`config.mk`:
```
export PLATFORM = sky130hd
export DESIGN_NAME = bitmap_font_glyph_quad_layout
export DESIGN_NICKNAME = d
export VERILOG_FILES = /design/src/design/bfgql_pkg.sv /design/src/design/bfgql_metrics_ram.sv /design/src/design/bfgql_layout.sv /design/src/design/bfgql_emit.sv /design/src/design/bitmap_font_glyph_quad_layout.sv
export VERILOG_INCLUDE_DIRS = /design/src /design/src/design
export SDC_FILE = /design/constraint.sdc
export NUM_CORES = 2
export LEC_CHECK = 0
export BUFFER_PORTS_ARGS = -buffer_cell sky130_fd_sc_hd__buf_2
export CAP_MARGIN = 10
export CORE_MARGIN = 2
export CORE_UTILIZATION = 60
export CTS_BUF_LIST = sky130_fd_sc_hd__clkbuf_8
export DETAILED_ROUTE_END_ITERATION = 8
export PLACE_DENSITY = 0.77
export SYNTH_ARGS = -nofsm -noshare
export SYNTH_HDL_FRONTEND = slang
export SYNTH_HIERARCHICAL = 1
export SYNTH_SLANG_ARGS = --single-unit
```
`constraint.sdc`:
```
create_clock -name clk -period 12.3 [get_ports clk]
set_clock_uncertainty 0.05 [all_clocks]
set_input_delay 0.615 -clock clk [delete_from_list [all_inputs] [get_ports clk]]
set_output_delay 0.615 -clock clk [all_outputs]
set_load 0.02 [all_outputs]
```
`src/design/bitmap_font_glyph_quad_layout_assert.svh`:
```
// Assertion macros for the glyph quad layout block.
// Expects a clock named clk and an active-low reset named arst_n in scope.
`ifndef BITMAP_FONT_GLYPH_QUAD_LAYOUT_ASSERT_SVH
`define BITMAP_FONT_GLYPH_QUAD_LAYOUT_ASSERT_SVH

`ifndef ASSERT_OFF
`define BFGQL_ASSERT(lbl, prop) \
	lbl: assert property (@(posedge clk) disable iff (!arst_n) prop) \
		else $error("%m: assertion failed");
`define BFGQL_NEVER(lbl, expr) \
	lbl: assert property (@(posedge clk) disable iff (!arst_n) !(expr)) \
		else $error("%m: forbidden condition");
`else
`define BFGQL_ASSERT(lbl, prop)
`define BFGQL_NEVER(lbl, expr)
`endif

`endif

```
`src/design/bfgql_pkg.sv`:
```
// Shared types and constants for the glyph quad layout block.
// No dependencies.
package bfgql_pkg;

	localparam int PEN_BITS = 12;
	localparam int EDGE_BITS = 13;
	localparam int TXT_BITS = 12;
	localparam int CODE_BITS = 8;
	localparam int MET_BITS = 8;
	localparam int MET_DEPTH = 256;
	localparam int CFG_IDX_BITS = 1;
	localparam int CFG_DATA_BITS = 4;

	localparam logic [CODE_BITS-1:0] NEWLINE_CODE = 8'd10;
	localparam logic [3:0] LINE_STEP = 4'd8;
	localparam logic [PEN_BITS-1:0] PEN_MAX = {PEN_BITS{1'b1}};
	localparam logic [TXT_BITS-1:0] TXT_MAX = {TXT_BITS{1'b1}};

	typedef enum logic [1:0] {
		FUNC_LOAD  = 2'd0,
		FUNC_CHAR  = 2'd1,
		FUNC_START = 2'd2,
		FUNC_NOP   = 2'd3
	} func_t;

	typedef enum logic [CFG_IDX_BITS-1:0] {
		CFG_SHADOW_ENABLE = 1'b0,
		CFG_COLOR_CODE    = 1'b1
	} cfg_reg_t;

	typedef struct packed {
		logic                 we;
		logic                 re;
		logic [CODE_BITS-1:0] addr;
		logic [MET_BITS-1:0]  wdata;
	} ram_req_t;

	typedef struct packed {
		logic                shadow;
		logic [PEN_BITS-1:0] x0;
		logic [PEN_BITS-1:0] y0;
		logic [3:0]          w;
		logic [7:0]          u0;
		logic [6:0]          v0;
		logic [TXT_BITS-1:0] tw;
		logic [TXT_BITS-1:0] th;
	} quad_t;

endpackage

```
`src/design/bfgql_metrics_ram.sv`:
```
// Glyph metrics store: 256 x 8 synchronous RAM, up to one read and one write per cycle.
// Depends on bfgql_pkg.
module bfgql_metrics_ram
	import bfgql_pkg::*;
(
	input  logic                clk,
	input  ram_req_t            req,
	output logic [MET_BITS-1:0] rdata
);

	logic [MET_BITS-1:0] mem [MET_DEPTH];

	always_ff @(posedge clk) begin
		if (req.we) begin
			mem[req.addr] <= req.wdata;
		end
		if (req.re) begin
			rdata <= mem[req.addr];
		end
	end

endmodule

```
`src/design/bfgql_layout.sv`:
```
// Read stage and pen state: issues metrics accesses, advances the pen,
// builds one quad description per non-newline character. Depends on bfgql_pkg.
module bfgql_layout
	import bfgql_pkg::*;
(
	input  logic                 clk,
	input  logic                 arst_n,
	input  logic                 in_valid,
	output logic                 in_ready,
	input  logic [1:0]           func,
	input  logic [CODE_BITS-1:0] char_code,
	input  logic [MET_BITS-1:0]  glyph_metrics,
	input  logic                 shadow_enable,
	output ram_req_t             ram_req,
	input  logic [MET_BITS-1:0]  ram_rdata,
	input  logic                 emit_free,
	output logic                 quad_load,
	output quad_t                quad
);

	logic                 vld_s1;
	func_t                func_s1;
	logic [CODE_BITS-1:0] code_s1;
	logic [PEN_BITS-1:0]  pen_x_q;
	logic [PEN_BITS-1:0]  pen_y_q;
	logic [PEN_BITS-1:0]  widest_q;

	logic                 accept;
	logic                 is_char;
	logic                 is_nl;
	logic                 adv;
	logic [3:0]           w;
	logic [3:0]           off;
	logic [PEN_BITS:0]    x_sum;
	logic [PEN_BITS:0]    y_sum;
	logic [PEN_BITS-1:0]  x_next;
	logic [PEN_BITS-1:0]  y_next;
	logic [PEN_BITS-1:0]  tw_full;
	logic [PEN_BITS-1:0]  nl_widest;

	assign accept = in_valid && in_ready;
	assign is_char = func_s1 == FUNC_CHAR;
	assign is_nl = code_s1 == NEWLINE_CODE;
	assign adv = vld_s1 && (!(is_char && !is_nl) || emit_free);
	assign in_ready = !vld_s1 || adv;

	always_comb begin
		ram_req.we = accept && (func_t'(func) == FUNC_LOAD);
		ram_req.re = accept && (func_t'(func) == FUNC_CHAR);
		ram_req.addr = char_code;
		ram_req.wdata = glyph_metrics;
	end

	assign w = ram_rdata[3:0];
	assign off = ram_rdata[7:4];
	assign x_sum = {1'b0, pen_x_q} + (PEN_BITS+1)'(w);
	assign y_sum = {1'b0, pen_y_q} + (PEN_BITS+1)'(LINE_STEP);
	assign x_next = x_sum[PEN_BITS] ? PEN_MAX : x_sum[PEN_BITS-1:0];
	assign y_next = y_sum[PEN_BITS] ? PEN_MAX : y_sum[PEN_BITS-1:0];
	assign tw_full = (x_next > widest_q) ? x_next : widest_q;
	assign nl_widest = (pen_x_q > widest_q) ? pen_x_q : widest_q;

	always_comb begin
		quad_load = adv && is_char && !is_nl;
		quad.shadow = shadow_enable;
		quad.x0 = pen_x_q;
		quad.y0 = pen_y_q;
		quad.w = w;
		quad.u0 = {1'b0, code_s1[3:0], 3'b000} + 8'(off);
		quad.v0 = {code_s1[7:4], 3'b000};
		quad.tw = TXT_BITS'(tw_full);
		quad.th = (y_sum > (PEN_BITS+1)'(TXT_MAX)) ? TXT_MAX : TXT_BITS'(y_sum);
	end

	always_ff @(posedge clk or negedge arst_n) begin
		if (!arst_n) begin
			vld_s1 <= 1'b0;
		end else if (in_ready) begin
			vld_s1 <= in_valid;
		end
	end

	always_ff @(posedge clk) begin
		if (accept) begin
			func_s1 <= func_t'(func);
			code_s1 <= char_code;
		end
	end

	always_ff @(posedge clk or negedge arst_n) begin
		if (!arst_n) begin
			pen_x_q <= '0;
			pen_y_q <= '0;
			widest_q <= '0;
		end else if (adv) begin
			unique case (func_s1)
				FUNC_START: begin
					pen_x_q <= '0;
					pen_y_q <= '0;
					widest_q <= '0;
				end
				FUNC_CHAR: begin
					if (is_nl) begin
						widest_q <= nl_widest;
						pen_x_q <= '0;
						pen_y_q <= y_next;
					end else begin
						pen_x_q <= x_next;
					end
				end
				FUNC_LOAD, FUNC_NOP: begin
				end
				default: begin
				end
			endcase
		end
	end

endmodule

```
`src/design/bfgql_emit.sv`:
```
// Output stage: holds one character's quads and sends shadow (when enabled) then main.
// Depends on bfgql_pkg.
module bfgql_emit
	import bfgql_pkg::*;
(
	input  logic                 clk,
	input  logic                 arst_n,
	input  logic                 quad_load,
	input  quad_t                quad,
	output logic                 emit_free,
	output logic                 out_valid,
	input  logic                 out_ready,
	output logic                 is_shadow,
	output logic [EDGE_BITS-1:0] left,
	output logic [EDGE_BITS-1:0] top,
	output logic [EDGE_BITS-1:0] right,
	output logic [EDGE_BITS-1:0] bottom,
	output logic [7:0]           tex_u0,
	output logic [7:0]           tex_u1,
	output logic [6:0]           tex_v0,
	output logic [TXT_BITS-1:0]  text_width,
	output logic [TXT_BITS-1:0]  text_height,
	output logic                 last
);

	logic  sh_vld_q;
	logic  main_vld_q;
	quad_t quad_q;
	logic  xfer;

	assign out_valid = sh_vld_q || main_vld_q;
	assign xfer = out_valid && out_ready;
	assign emit_free = !out_valid || (xfer && !sh_vld_q);

	always_comb begin
		is_shadow = sh_vld_q;
		last = !sh_vld_q;
		left = EDGE_BITS'(quad_q.x0) + EDGE_BITS'(sh_vld_q);
		top = EDGE_BITS'(quad_q.y0) + EDGE_BITS'(sh_vld_q);
		right = left + EDGE_BITS'(quad_q.w);
		bottom = top + EDGE_BITS'(LINE_STEP);
		tex_u0 = quad_q.u0;
		tex_u1 = quad_q.u0 + 8'(quad_q.w);
		tex_v0 = quad_q.v0;
		text_width = quad_q.tw;
		text_height = quad_q.th;
	end

	always_ff @(posedge clk or negedge arst_n) begin
		if (!arst_n) begin
			sh_vld_q <= 1'b0;
			main_vld_q <= 1'b0;
		end else if (quad_load) begin
			sh_vld_q <= quad.shadow;
			main_vld_q <= 1'b1;
		end else if (xfer) begin
			if (sh_vld_q) begin
				sh_vld_q <= 1'b0;
			end else begin
				main_vld_q <= 1'b0;
			end
		end
	end

	always_ff @(posedge clk) begin
		if (quad_load) begin
			quad_q <= quad;
		end
	end

endmodule

```
`src/design/bitmap_font_glyph_quad_layout.sv`:
```
// Proportional bitmap font layout: input items in, glyph quads out.
// Input channel (in_valid/in_ready) carries func, char_code, glyph_metrics:
// metrics loads, characters, start-of-text commands and no-ops. Output channel
// (out_valid/out_ready) carries one quad per transfer; a character yields a
// shadow quad (when shadow_enable is set) and then the main quad, marked last.
// Loads, newlines, start commands and no-ops yield nothing.
// A character's first quad is offered once the metrics RAM has been read at
// its input transfer edge and the output register has then been loaded.
// Throughput: one item per cycle while no quads are pending; a character
// holds the output register until each of its quads is sent, the single
// output register sending one quad a cycle while out_ready is high. A
// character is taken while the previous one's last quad waits in the output
// register. A stalled receiver holds the quad; the read stage and then
// in_ready back up behind it. Reset clears the pen, the widest line and the
// configuration (shadow on, color 15); the metrics store is not cleared and
// must be loaded before use. Configuration writes via cfg_we take effect at
// once; the user must make them only while the block is idle (not enforced).
// Depends on bfgql_pkg, bfgql_metrics_ram, bfgql_layout, bfgql_emit.
`include "bitmap_font_glyph_quad_layout_assert.svh"

module bitmap_font_glyph_quad_layout
	import bfgql_pkg::*;
(
	input  logic                     clk,
	input  logic                     arst_n,
	input  logic                     cfg_we,
	input  logic [CFG_IDX_BITS-1:0]  cfg_index,
	input  logic [CFG_DATA_BITS-1:0] cfg_data,
	input  logic                     in_valid,
	output logic                     in_ready,
	input  logic [1:0]               func,
	input  logic [CODE_BITS-1:0]     char_code,
	input  logic [MET_BITS-1:0]      glyph_metrics,
	output logic                     out_valid,
	input  logic                     out_ready,
	output logic                     is_shadow,
	output logic [EDGE_BITS-1:0]     left,
	output logic [EDGE_BITS-1:0]     top,
	output logic [EDGE_BITS-1:0]     right,
	output logic [EDGE_BITS-1:0]     bottom,
	output logic [7:0]               tex_u0,
	output logic [7:0]               tex_u1,
	output logic [6:0]               tex_v0,
	output logic [3:0]               color_index,
	output logic [TXT_BITS-1:0]      text_width,
	output logic [TXT_BITS-1:0]      text_height,
	output logic                     last
);

	logic                shadow_enable_q;
	logic [3:0]          color_code_q;
	ram_req_t            ram_req;
	logic [MET_BITS-1:0] ram_rdata;
	logic                emit_free;
	logic                quad_load;
	quad_t               quad;

	always_ff @(posedge clk or negedge arst_n) begin
		if (!arst_n) begin
			shadow_enable_q <= 1'b1;
			color_code_q <= 4'hF;
		end else if (cfg_we) begin
			unique case (cfg_reg_t'(cfg_index))
				CFG_SHADOW_ENABLE: shadow_enable_q <= cfg_data[0];
				CFG_COLOR_CODE:    color_code_q <= cfg_data[3:0];
				default: begin
				end
			endcase
		end
	end

	assign color_index = color_code_q;

	bfgql_metrics_ram u_ram (
		.clk   (clk),
		.req   (ram_req),
		.rdata (ram_rdata)
	);

	bfgql_layout u_layout (
		.clk           (clk),
		.arst_n        (arst_n),
		.in_valid      (in_valid),
		.in_ready      (in_ready),
		.func          (func),
		.char_code     (char_code),
		.glyph_metrics (glyph_metrics),
		.shadow_enable (shadow_enable_q),
		.ram_req       (ram_req),
		.ram_rdata     (ram_rdata),
		.emit_free     (emit_free),
		.quad_load     (quad_load),
		.quad          (quad)
	);

	bfgql_emit u_emit (
		.clk         (clk),
		.arst_n      (arst_n),
		.quad_load   (quad_load),
		.quad        (quad),
		.emit_free   (emit_free),
		.out_valid   (out_valid),
		.out_ready   (out_ready),
		.is_shadow   (is_shadow),
		.left        (left),
		.top         (top),
		.right       (right),
		.bottom      (bottom),
		.tex_u0      (tex_u0),
		.tex_u1      (tex_u1),
		.tex_v0      (tex_v0),
		.text_width  (text_width),
		.text_height (text_height),
		.last        (last)
	);

	`BFGQL_ASSERT(a_shadow_then_main,
		out_valid && out_ready && is_shadow |=> out_valid && !is_shadow)
	`BFGQL_ASSERT(a_shadow_offset,
		out_valid && out_ready && is_shadow |=> left == $past(left) - 13'd1)
	`BFGQL_NEVER(a_load_when_busy, quad_load && !emit_free)

endmodule

```
; ---- After elaboration in Yosys (flattened, before gate mapping)
; Memories as Yosys holds them, arrays and structs flattened. A register that Yosys moved wholly into a read port is not among the register bits.
; Index checks and enable logic that the tools add are counted.
[word_totals]
register_bits = 118
ram_bits = 2048
in_bits = 28
out_inout_bits = 107
elab_cells = 81
n_memories = 1
[mem_list]
columns = memory, words, width, read_ports, rd_clocked_by_memory_dff, wr, line_no
row1 = u_ram.mem, 256, 8, 1, 1, 1, bfgql_metrics_ram.sv:11  ; logic [MET_BITS-1:0] mem [MET_DEPTH];
[classes]
add_sub_neg = 8
n_lt_le_gt_ge = 3
eq_ne = 7
mux = 17
bitwise_logic = 1
reduce_logical = 27
[ops]
columns = cell, count
row1 = $mux W12, 7
row2 = $pmux W12 S2, 3
row3 = $add A12 B1 Y13, 2
row4 = $gt A12 B12 Y1, 2
row5 = $add A12 B4 Y13, 1
row6 = $add A12 B4 Y13 const B, 1
row7 = $add A13 B4 Y13, 1
row8 = $add A13 B4 Y13 const B, 1
row9 = $gt A13 B12 Y1 const B, 1
row10 = $logic_and A1 B1 Y1, 9
row11 = $add A7 B4 Y8, 1
row12 = $add A8 B4 Y8, 1
row13 = $eq A8 B4 Y1 const B, 1
row14 = $reduce_and A2 Y1, 4
row15 = $mux W1, 7
row16 = $ne A2 B2 Y1 const B, 3
row17 = $logic_not A1 Y1, 5
row18 = $eq A2 B1 Y1 const B, 2
row19 = $logic_or A1 B1 Y1, 4
row20 = $reduce_and A4 Y1, 1
row21 = $reduce_bool A2 Y1, 2
row22 = $reduce_and A3 Y1, 1
row23 = $eq A2 B2 Y1 const B, 1
row24 = $logic_not A2 Y1, 1
row25 = $not A1 Y1, 1

; ---- Depth between registers and ports, before layout
[logic_depth]
word_depth = 11
depth_mapped = 15
depth_no_buf = 14

; ---- Cells and area by module
; Netlist, hierarchy kept.
[modules_own_cells]
columns = module, n_inst, cells_per_inst, area_per_inst_um2, seq_area_each_um2
row1 = bfgql_metrics_ram, 1, 3547, 78572.9, 61739.2
row2 = bfgql_emit, 1, 286, 3734.8, 2062.0
row3 = bfgql_layout, 1, 367, 3480.8, 1176.1
row4 = bitmap_font_glyph_quad_layout, 1, 12, 215.2, 131.4

; ---- Worst setup path before layout
; Ideal clock, no wire load.
[synth_path]
path_kind = register to register
start = register u_layout.pen_x_q[0]
end = register u_emit.quad_q (netlist bit u_emit/text_width[10]) (data pin)
setup_time_ps = 260
arrival_ps = 3562
required_time_ps = 11990
slack_ps = 8427
path_stages_with_launch = 16
n_path_buf = 1
period_less_slack_ps = 3873
path_cell_list = dfrtp_1 ha_1 fa_1 a21o_1 a21oi_2 nor2_1 nand2_1 mux2_2 ha_1 nand4_1 or3_1 a21oi_1 a2111oi_2 nor2_1 buf_6 mux2_4
[synth_rtl]
columns = item, line_no
row1 = from (decl), bfgql_layout.sv:24  ; logic [PEN_BITS-1:0] pen_x_q;
row2 = from (signal assigned), bfgql_layout.sv:108  ; pen_x_q <= x_next;
row3 = to (signal assigned), bfgql_emit.sv:67  ; quad_q <= quad;
row4 = to (decl), bfgql_emit.sv:28  ; quad_t quad_q;

==> run metrics <==
Final Hold Viols=0; sequential cell area fraction in the yosys report=75.70%; via/cell ratio=6.615; Highest Clock Rate=0.1954 GHz; Cells after Synth=4,212; slowest stage delay, CP=590 ps; Hold EP=u_ram/mem[104][4]; Initial Util=60.60%; ranking of synthesized cells by area=edfxtp_1, mux4_2, a22oi_1, nor2_1, dfrtp_1; CTS Hold Bufs=20; Netlist cell types=80; Critical Path, Cell by Cell=ha_1 > fa_1 > a21o_1 > a21oi_2 > or3_1 > nand3_1 > ha_1 > nand2_1 > or3_1 > a21oi_1 > a2111oi_2 > nor2_1 > buf_4 > mux2_1; initial detailed-routing violation count=6,135; Die Y=382.6 um; DP Area=0.08814 mm2; critical-path maximum fanout=9; ANT nets after route=0; most instantiated cells after synthesis=edfxtp_1, mux4_2, a22oi_1; Top Family by Delay on Critical Path=simple AND/OR/NAND/NOR gates; number of synthesized register bits=2,175; worst slack, placed=6628 ps; crit start category=flop; required time worst endpoint=12,990 ps; max-slew violations=0; CTS resizes=0; status=finished, final reports clean; Least-Margin Pin Slew=1295 ps; layout cells sized above 1=25.68%; reg2reg path depth=14; Final Power=14.43 mW; CTS tree=done; Worst Hold Class=input port to flop; worst hold path startpoint=glyph_metrics[4]; final non-filler cell total=6,628; EDFF count, synth=2,133; Max stage delay cell, worst path=nor2_1; PD cells=152.9 mW/mm2; Crit Reg-Reg Endpoint=u_emit/text_width[11]; num rows=138; fin crit period=5118 ps; worst setup margin=7182 ps; Final #Nets=4,554; ys flop type=edfxtp_1; CP endpoint kind=flop; placed cells=5,995; global-route wire length before repair=292,300 um; Clock Pin Slew Worst Setup and Hold Paths=70 ps; die area=0.1464 mm2; clk sinks=2,175; CTS Buffer Depth=4; vias in the first global route=43,710; CP bufs+invs=1; clk root buf=clkbuf_8; final core occ=66.52%; via count=43,840; gr ovfl total=0; Post-CTS Setup Repair Bufs=0; core box area=0.1419 mm2; gpl congestion=0.8771; Warnings, synthesis=6; DR DRC count=0; fin area=0.09441 mm2; initial antenna violation count=5; worst skew pair latency=1040 ps; cell taking the most area after synthesis=edfxtp_1; register-to-register path setup slack=7180 ps; Synth top area share=74.48%; largest net degree at the start of global routing=151; PortBufs=134; Routed WL=199,300 um; cell area after synthesis=0.08600 mm2; Pleak=30.10 nW; area delta synth->final=9.772%; Post-synth ARST share=1.931%; Pre-Repair DR Iteration Count=6; setup total negative slack=0 ps; count leader, synth=edfxtp_1; WHS Path Cells=1; Setup Viol. Count Final=0; hold slack=110.3 ps; DR WL/cell=30.07 um; GRT Total Usage=27.49%; Slew HR=12.51%; Fill cells=8,786; CTS H-tree depth=5; RSZ-0062 raised after global routing=no; hpwl dp=118,800 um; max cap viols=0; Worst Path Arrival=5810 ps; DIE WIDTH=382.6 um; number of CTS-inserted buffers=347; Tcrit/Tclk final=41.61%; I/O pin count=135; VDD IR max=0.1440 mV; Crit Path Category=flop to flop; RR Startpoint=u_ram/rdata[0]; syn_area_per_cell=20.42 um2
-- per-layer routing --
metal  wire length (um)  vias up  GRT usage [%]  share of wire [%]
li1                   -    17960              -                  -
met1              72080    22700          38.00                 36
met2              98950     2758          44.09                 50
met3              21270      422          5.664                 11
met4               6963        4          9.996                3.5
met5                 27        -              0              0.014
-- sequential cells by signal (all words and copies together), names as in the netlist, 2 cells and up --
signal,cells
u_ram/mem,2048
u_emit/quad_q,28
u_emit/text_height,12
u_emit/text_width,12
u_layout/pen_x_q,12
u_layout/widest_q,12
u_layout/pen_y_q,10
u_emit/tex_u0,8
u_layout/code_s1,8
u_ram/rdata,8
u_emit/tex_v0,7
color_index,4
u_layout/func_s1,2
-- report_power, final --
| part | total (mW) | internal, mW | switching (mW) |
|---|---|---|---|
| logic | 0.771 | 0.271 | 0.500 |
| clock network | 5.48 | 2.78 | 2.70 |
| registers | 8.18 | 8.16 | 0.0200 |
-- logic make-up after synthesis --
kind of cell	share of synthesized area, %
DFF	75.70
muxes	13.72
AOI/OAI and AO/OA	4.236
and+or+nand+nor	2.763
buffers and inverters	2.204
xor gates and xnor gates	0.6314
adders and majority gates	0.7390
other	0.004360
-- how the worst max path moves through the flow --
stage,start,to,depth (start not counted)
floorplan,u_layout/pen_x_q[0],u_emit/text_width[10],15
global placement,char_code[0],u_ram/rdata[2],8
detailed placement,char_code[0],u_ram/rdata[3],8
CTS,u_ram/rdata[0],u_emit/text_width[11],14
global route,u_ram/rdata[0],u_emit/text_width[11],14
finish,u_ram/rdata[0],u_emit/text_width[11],14
-- final cells by class --
| class | count | area, um2 | area share (%) |
|---|---|---|---|
| Sequential cell | 2175 | 65110 | 68.97 |
| Multi-Input combinational cell | 1680 | 19130 | 20.27 |
| Clock buffer | 352 | 4845 | 5.132 |
| Tap cell | 1890 | 2365 | 2.505 |
| Timing Repair Buffer | 238 | 1622 | 1.718 |
| Clock inverter | 255 | 1196 | 1.267 |
| Inverter | 35 | 131.4 | 0.1392 |
| Antenna cell | 3 | 7.507 | 0.007952 |
-- cells in the final DEF, fill, tap and decap left out, drive strengths merged, types with 37 or more instances in the layout --
cell type,Yosys,routed
ha,46,46
a22oi,256,256
mux4,512,512
nor3,37,37
clkinv,0,117
nor2,259,259
dfrtp,37,37
buf,171,209
inv,35,159
nand3,42,42
edfxtp,2133,2133
clkbuf,153,361
nand2,82,82
a21oi,157,157
-- worst register-to-register path, delay by kind of cell, from the launching register on --
| kind | cells | cell delay (ps) |
|---|---|---|
| simple gates | 5 | 1700 |
| fa+ha+maj | 3 | 1130 |
| compound gates | 4 | 780 |
| flops | 1 | 580 |
| mux | 1 | 330 |
| buf+inv | 1 | 310 |
No activity file was read; power rests on OpenSTA's default activity.
